File: config.mk
export PLATFORM = sky130hd
export DESIGN_NAME = round_robin_run_queue_core
export DESIGN_NICKNAME = d
export VERILOG_FILES = /design/src/design/rrq_pkg.sv /design/src/design/rrq_ctrl.sv /design/src/design/rrq_datapath.sv /design/src/design/round_robin_run_queue_core.sv
export SDC_FILE = /design/constraint.sdc
export NUM_CORES = 1
export LEC_CHECK = 0
export ABC_AREA = 1
export BUFFER_PORTS_ARGS = -buffer_cell sky130_fd_sc_hd__buf_2
export CAP_MARGIN = 20
export CORE_ASPECT_RATIO = 1.4
export CORE_MARGIN = 5
export CORE_UTILIZATION = 45
export CTS_CLUSTER_SIZE = 16
export DETAILED_ROUTE_END_ITERATION = 6
export HOLD_SLACK_MARGIN = 0.06
export MAX_ROUTING_LAYER = met4
export SYNTH_ARGS = -nofsm -noshare
export SYNTH_HDL_FRONTEND = slang
export SYNTH_SLANG_ARGS = --single-unit
export TNS_END_PERCENT = 50
File: constraint.sdc
create_clock -name clk -period 2.8 [get_ports clk]
set_clock_uncertainty 0.1 [all_clocks]
set_input_delay 0.42 -clock clk [delete_from_list [all_inputs] [get_ports clk]]
set_output_delay 0.42 -clock clk [all_outputs]
set_load 0.005 [all_outputs]
File: src/design/rrq_pkg.sv
// rrq_pkg: shared types and constants of the round-robin run queue
// no dependencies; used by every module of the block
`default_nettype none

package rrq_pkg;

  // queue depth and widths
  localparam int TASKS  = 16;
  localparam int TASK_W = 4;
  localparam int CNT_W  = $clog2(TASKS + 1);
  localparam int OUT_CNT_W = 5;

  // stream widths
  localparam int IN_DATA_W  = 8;
  localparam int OUT_DATA_W = 16;

  // operation codes
  typedef enum logic [1:0] {
    OP_APPEND = 2'd0,
    OP_REMOVE = 2'd1,
    OP_MOVE   = 2'd2
  } op_t;

  // result status codes
  typedef enum logic [1:0] {
    ST_DONE     = 2'd0,
    ST_NOCHANGE = 2'd1,
    ST_FULL     = 2'd2,
    ST_DUP      = 2'd3
  } status_t;

  // commands from controller to datapath
  typedef struct packed {
    logic load;    // capture the incoming operation
    logic commit;  // apply the operation and write the result register
  } rrq_cmd_t;

endpackage

`default_nettype wire

File: src/design/rrq_ctrl.sv
// rrq_ctrl: controller state machine of the run queue
// depends on rrq_pkg; drives rrq_datapath through rrq_cmd_t
`default_nettype none

module rrq_ctrl (
  input  wire logic            clk,
  input  wire logic            rst,
  input  wire logic            s_tvalid,
  output logic                 s_tready,
  output logic                 m_tvalid,
  input  wire logic            m_tready,
  output rrq_pkg::rrq_cmd_t    cmd
);

  typedef enum logic {
    S_IDLE,
    S_EXEC
  } state_t;

  state_t state;
  logic   out_free;

  // output register can take a new result this cycle
  assign out_free   = !m_tvalid || m_tready;
  assign s_tready   = (state == S_IDLE);
  assign cmd.load   = s_tvalid && s_tready;
  assign cmd.commit = (state == S_EXEC) && out_free;

  // state and result valid flag
  always_ff @(posedge clk) begin
    if (rst) begin
      state    <= S_IDLE;
      m_tvalid <= 1'b0;
    end else begin
      case (state)
        S_IDLE: begin
          if (cmd.load) begin
            state <= S_EXEC;
          end
        end
        S_EXEC: begin
          if (out_free) begin
            state <= S_IDLE;
          end
        end
        default: state <= S_IDLE;
      endcase
      if (cmd.commit) begin
        m_tvalid <= 1'b1;
      end else if (m_tready) begin
        m_tvalid <= 1'b0;
      end
    end
  end

endmodule

`default_nettype wire

File: src/design/rrq_datapath.sv
// rrq_datapath: slot chain, match and compaction logic, result register
// depends on rrq_pkg; commanded by rrq_ctrl
`default_nettype none

module rrq_datapath (
  input  wire logic                           clk,
  input  wire logic                           rst,
  input  wire rrq_pkg::rrq_cmd_t              cmd,
  input  wire logic [rrq_pkg::IN_DATA_W-1:0]  in_data,
  output logic      [rrq_pkg::OUT_DATA_W-1:0] out_data
);

  localparam int TASKS  = rrq_pkg::TASKS;
  localparam int TASK_W = rrq_pkg::TASK_W;
  localparam int CNT_W  = rrq_pkg::CNT_W;

  // queue state
  logic [TASK_W-1:0] slots [TASKS];
  logic [TASKS-1:0]  valid;
  logic [CNT_W-1:0]  count;

  // captured operation
  logic [1:0]        op_q;
  logic [TASK_W-1:0] task_q;

  // next state
  logic [TASK_W-1:0] slots_next [TASKS];
  logic [TASKS-1:0]  valid_next;
  logic [CNT_W-1:0]  count_next;

  logic [TASKS-1:0]  match;
  logic [TASKS-1:0]  after;
  logic [TASKS-1:0]  tail_free;
  logic [TASKS-1:0]  valid_up;
  logic              found;
  logic              at_last;
  logic              full;
  logic              do_app;
  logic              do_shift;
  logic              do_rem;
  rrq_pkg::status_t  status;
  logic [TASK_W-1:0] head;

  // compare every slot against the named task
  always_comb begin
    logic acc;
    acc = 1'b0;
    for (int i = 0; i < TASKS; i++) begin
      match[i] = valid[i] && (slots[i] == task_q);
      acc      = acc | match[i];
      after[i] = acc;
    end
  end

  // valid bits shifted one place toward the head
  assign valid_up = {1'b0, valid[TASKS-1:1]};

  // first free slot at the tail
  always_comb begin
    for (int i = 0; i < TASKS; i++) begin
      if (i == 0) begin
        tail_free[i] = !valid[i];
      end else begin
        tail_free[i] = !valid[i] && valid[i-1];
      end
    end
  end

  assign found   = |match;
  assign at_last = |(match & ~valid_up);
  assign full    = (count >= CNT_W'(TASKS));

  // operation decode
  always_comb begin
    do_app   = 1'b0;
    do_shift = 1'b0;
    do_rem   = 1'b0;
    status   = rrq_pkg::ST_NOCHANGE;
    case (rrq_pkg::op_t'(op_q))
      rrq_pkg::OP_APPEND: begin
        if (full) begin
          status = rrq_pkg::ST_FULL;
        end else if (found) begin
          status = rrq_pkg::ST_DUP;
        end else begin
          do_app = 1'b1;
          status = rrq_pkg::ST_DONE;
        end
      end
      rrq_pkg::OP_REMOVE: begin
        if (found) begin
          do_shift = 1'b1;
          do_rem   = 1'b1;
          status   = rrq_pkg::ST_DONE;
        end
      end
      rrq_pkg::OP_MOVE: begin
        if (found && !at_last) begin
          do_shift = 1'b1;
          status   = rrq_pkg::ST_DONE;
        end
      end
      default: status = rrq_pkg::ST_NOCHANGE;
    endcase
  end

  // per-slot next value: write at tail or close the gap
  always_comb begin
    for (int i = 0; i < TASKS; i++) begin
      slots_next[i] = slots[i];
      if (do_app && tail_free[i]) begin
        slots_next[i] = task_q;
      end else if (do_shift && after[i]) begin
        if (i < TASKS - 1) begin
          slots_next[i] = valid_up[i] ? slots[(i + 1) % TASKS] : task_q;
        end else begin
          slots_next[i] = task_q;
        end
      end
    end
  end

  // occupancy update
  always_comb begin
    valid_next = valid;
    count_next = count;
    if (do_app) begin
      valid_next = valid | tail_free;
      count_next = count + CNT_W'(1);
    end else if (do_rem) begin
      valid_next = valid_up;
      count_next = count - CNT_W'(1);
    end
  end

  assign head = (count_next != '0) ? slots_next[0] : '0;

  // control state
  always_ff @(posedge clk) begin
    if (rst) begin
      valid <= '0;
      count <= '0;
    end else if (cmd.commit) begin
      valid <= valid_next;
      count <= count_next;
    end
  end

  // slot contents, captured operation and result payload
  always_ff @(posedge clk) begin
    if (cmd.load) begin
      op_q   <= in_data[1:0];
      task_q <= in_data[2 +: TASK_W];
    end
    if (cmd.commit) begin
      for (int i = 0; i < TASKS; i++) begin
        slots[i] <= slots_next[i];
      end
      out_data <= {4'b0000,
                   rrq_pkg::OUT_CNT_W'(count_next),
                   head,
                   (count_next != '0),
                   status};
    end
  end

endmodule

`default_nettype wire

File: src/design/round_robin_run_queue_core.sv
// round_robin_run_queue_core: top level of the round-robin run queue
// depends on rrq_pkg, rrq_ctrl and rrq_datapath
//
// usage:
//   s_* channel takes one operation per transfer: opcode in s_tdata[1:0]
//   (append, remove, move to tail), task number in s_tdata[5:2].
//   m_* channel returns one result per operation: status, head flag,
//   head task and task count after the operation.
//   each operation is captured in the idle state, then executed in a state
//   in which the whole slot chain compares against the task and compacts
//   in place; a result appears on m_tvalid when the execute state commits it.
//   intake stays closed until the previous operation has executed.
//   the result register lets the next operation be captured while a
//   result still waits; the execute cycle holds until the register frees,
//   so a stalled receiver stops intake after one more capture.
//   reset (rst, synchronous) empties the queue and drops m_tvalid;
//   slot contents are not cleared and are only read below the count.
`default_nettype none

module round_robin_run_queue_core (
  input  wire logic                           clk,
  input  wire logic                           rst,
  input  wire logic                           s_tvalid,
  output logic                                s_tready,
  // opcode[1:0], task_id[5:2], zero [7:6]
  input  wire logic [rrq_pkg::IN_DATA_W-1:0]  s_tdata,
  output logic                                m_tvalid,
  input  wire logic                           m_tready,
  // status[1:0], head_valid[2], head_task[6:3], task_count[11:7], zero [15:12]
  output logic      [rrq_pkg::OUT_DATA_W-1:0] m_tdata
);

  rrq_pkg::rrq_cmd_t cmd;

  // controller
  rrq_ctrl u_ctrl (
    .clk      (clk),
    .rst      (rst),
    .s_tvalid (s_tvalid),
    .s_tready (s_tready),
    .m_tvalid (m_tvalid),
    .m_tready (m_tready),
    .cmd      (cmd)
  );

  // datapath
  rrq_datapath u_dp (
    .clk      (clk),
    .rst      (rst),
    .cmd      (cmd),
    .in_data  (s_tdata),
    .out_data (m_tdata)
  );

endmodule

`default_nettype wire

==> results by group <==
Timing
  • WHS: 0.144 ns
  • Max_slew headroom: between 60 and 70%
  • Final Critical Period: 2.80 ns
  • Setup ws final: -0.00267 ns
  • Worst-margin pin slew: 0.538 ns
  • Final hold violation count: 0
  • Unrepaired setup endpoints after global routing: true
  • Slew Limit Fails: 0
  • Max Freq: approximately 360 MHz
  • Final worst-path cycle share: 100%
  • Final setup viols: 2
  • TNS Setup: -0.00486 ns

Final layout
  • Final-stage net count: 967
  • Design area: 0.00800 mm2
  • Ant diodes: 0
  • Fraction of layout cells with a size suffix above 1: 24.0%
  • Filler instances: 1353
  • Area growth syn-to-layout: 22.5%

Synth
  • Largest family of logic cells by synthesized area: simple AND/OR/NAND/NOR gates
  • Simple-Gate Fraction of Synth Area: 30.8%
  • Post-Synth Adder-Cell Area: between 1 and 1.5%
  • Synth Area in Compound Gates: 12.1%
  • Top_reg_cell synth: edfxtp_1
  • Synth Register Bits: about 110
  • Synth cell types: 36
  • Cell area after synthesis: 0.00653 mm2
  • Post-Synth XOR/XNOR Area: 0.536%
  • Sequential-to-total area share from yosys stat: 44.7%
  • Synthesis Warnings: 0
  • Mapped Cells: 869
  • Number of flops mapped to enable cells by yosys: 82
  • Multiplexer share of the synthesized area: 0%
  • Async SR Flop Fraction: 0%
  • Syn_area_per_cell: about 7.5 um2

Worst setup path
  • Worst EP required: 2.76 ns
  • Worst stage delay on the critical path: about 0.49 ns
  • Slowest-stage cell, CP: edfxtp_1
  • Critical path, cell by cell: inv_4 -> buf_12 -> nand2_1 -> o21ai_1 -> inv_1 -> nand3_2 -> nand2_2 -> nor2_4 -> nand2_4 -> nor2_8 -> nand2_8 -> clkbuf_16 -> nor2_2 -> nand2_1 -> a21oi_1 -> buf_4
  • Startpoint Class: register
  • Endpoint class of the critical path: register
  • CP max FO: 8
  • Crit path kind: reg2reg
  • Arr. time, crit path: 2.77 ns
  • Most used cell along the critical path: nand2_1

Routing
  • Final ANT Viol Nets: 0
  • Initial DRC count: 322
  • DR vias/cell: 5.07
  • Via count: 5795
  • Drt drc: 0
  • Drt wl/cell: 14.4 um
  • Drt total wl: approximately 16 mm
  • 1st-pass router iterations: 5

Clock network
  • CTS root buffer: clkbuf_16
  • H-tree depth: 3
  • CTS tree: built
  • Cts bufs inserted: 9
  • Skew-Pair Late Insertion Delay: 0.35 ns
  • Clk buf depth: 2
  • Clk slew on worst S/H paths: 0.07 ns
  • Num Clock Sinks: 105

Status
  • Status: complete, but fails checks
  • Failing checks: setup timing

Floorplanning
  • Die width: 112 um
  • Initial Utilization: 45.4%
  • CORE AREA: roughly 0.014 mm2
  • IO Count: 30
  • Row count: 52
  • Die Height: 153 um
  • Full die area: 0.0171 mm2

Power
  • Peak supply drop: 0.263 mV
  • Pleak: ~3.6 nW
  • P per Cell Area: 452 mW/mm2
  • Pwr Total: 3.62 mW

GRT
  • Largest net degree at the start of global routing: 30
  • GRT overflow: 0
  • Vias in the first global route: 5443
  • First-pass GRT wire length: 25.6 mm
  • Tot GR Track Use: 18.7%
  • Initial antenna violation count: 0

Placement
  • PortBufs: 23
  • Cell Area, Placed: 0.00719 mm2
  • Placer congestion estimate: 0.863
  • HPWL Detailed: 11.3 mm
  • DP Worst Slack: -0.0222 ns

Min path
  • Hold Crit Class: in2reg

Run
  • Max-cap viol count: 0
state kept, by name, indices dropped and copies added (netlist names):
register,flops
u_ctrl.m_tvalid,1
u_ctrl.state,1
u_dp.out_data,12
u_dp.slots,64
u_dp.op_q,2
u_dp.task_q,4
u_dp.count,5
u_dp.valid,16
cells by family (layout without fill, tap and decap cells):
logic type | after synthesis | in the layout
buffers and inverters | 154 | 235
other | 1 | 4
flip-flops | 105 | 105
AND/OR/NAND/NOR | 451 | 451
adder cells (fa/ha/maj) | 7 | 7
XOR/XNOR | 4 | 4
AO/OA/AOI/OAI | 147 | 147
placed cells by master, fill, tap and decap left out, types with 12 or more instances in the layout:
cell,Yosys,final
a21oi_1,26,16
a31oi_1,13,13
buf_2,9,23
buf_4,8,49
clkbuf_16,0,15
dfxtp_1,23,23
edfxtp_1,82,82
inv_1,109,108
inv_2,13,12
nand2_1,270,252
nand2_2,17,31
nand3_1,28,20
nand3_2,8,16
nand4_1,22,22
nor2_1,79,72
nor2_4,10,17
o21ai_0,55,45
o21ai_1,39,46
metrics by stage:
step                      instances  util, %
final                          1142     55.7
after CTS                      1125     52.2
after floorplan                 872        -
after global routing           1142     55.7
after detailed placement       1109     50.0
after global placement         1109     50.0
where the power goes:
part | switching (mW) | leakage, nW | internal (mW)
clock network | 0.577 | 0.151 | 0.727
logic | 0.340 | 2.48 | 0.209
registers | 0.0326 | 0.936 | 1.73
total | 0.949 | 3.57 | 2.67
Yosys cell counts, types with 2 or more instances:
| cell | instances | area share, % |
|---|---|---|
| inv_1 | 109 | 6.3 |
| nand3_1 | 28 | 2.1 |
| edfxtp_1 | 82 | 38 |
| a31oi_1 | 13 | 1.2 |
| buf_4 | 8 | 0.92 |
| nand2_1 | 270 | 16 |
| o21ai_0 | 55 | 4.2 |
| a21oi_1 | 26 | 2.0 |
| nor2_1 | 79 | 4.5 |
| ha_1 | 7 | 1.3 |
| dfxtp_1 | 23 | 7.0 |
| buf_2 | 9 | 0.69 |
| nor2_4 | 10 | 1.7 |
| buf_6 | 6 | 1.0 |
| inv_2 | 13 | 0.75 |
| xor2_1 | 2 | 0.27 |
| clkbuf_1 | 7 | 0.40 |
| o21ai_2 | 7 | 0.94 |
| o21ai_1 | 39 | 3.0 |
| nand2_2 | 17 | 1.6 |
| nand2_4 | 2 | 0.34 |
| nand4_1 | 22 | 2.1 |
| nor2_2 | 10 | 0.96 |
| o22ai_1 | 4 | 0.38 |
| nor3_1 | 2 | 0.15 |
| nand3_2 | 8 | 1.2 |
| xnor2_1 | 2 | 0.27 |
layer usage:
layer  global-route usage (%)  routed length (um)
met1                     21.4                6940
met4                     5.86                 272
met3                     2.58                 512
met2                     33.6                8710
met5                        -                   0
timing repair:
action,CTS,global route
endpoints found under the hold margin,0,0
gates cloned,0,7
endpoints found under the setup margin,40,137
pin swaps,1,26
hold buffers,0,0
resized for setup,2,83
buffers inserted,0,11
path summary, 6_finish.rpt:
path         depth (start not counted)  slack, ns             from                 to
max reg2reg                         16     -0.003   u_dp.task_q[1]  u_dp.slots[0][28]
max                                 16     -0.003   u_dp.task_q[1]  u_dp.slots[0][28]
min                                  1       0.14       s_tdata[0]       u_dp.op_q[0]
min reg2reg                          2       0.39  u_ctrl.m_tvalid    u_ctrl.m_tvalid
worst max-delay path, delay by kind of cell, from the launching register on:
kind                   cells  cell delay (ns)
flip-flops                 1             0.49
AO/OA/AOI/OAI              2             0.20
buffers and inverters      5             0.74
AND/OR/NAND/NOR            9             0.97
layout make-up:
type / instances / area (um2) / area share (%)
clock buffer: 11 / 243 / 3.03
clock inverter: 5 / 61.3 / 0.766
inverter: 123 / 469 / 5.86
multi-input combinational: 613 / 3170 / 39.6
sequential: 105 / 2920 / 36.5
tap: 189 / 236 / 2.95
timing repair buffer: 96 / 901 / 11.3
No activity file was read; power rests on OpenSTA's default activity.
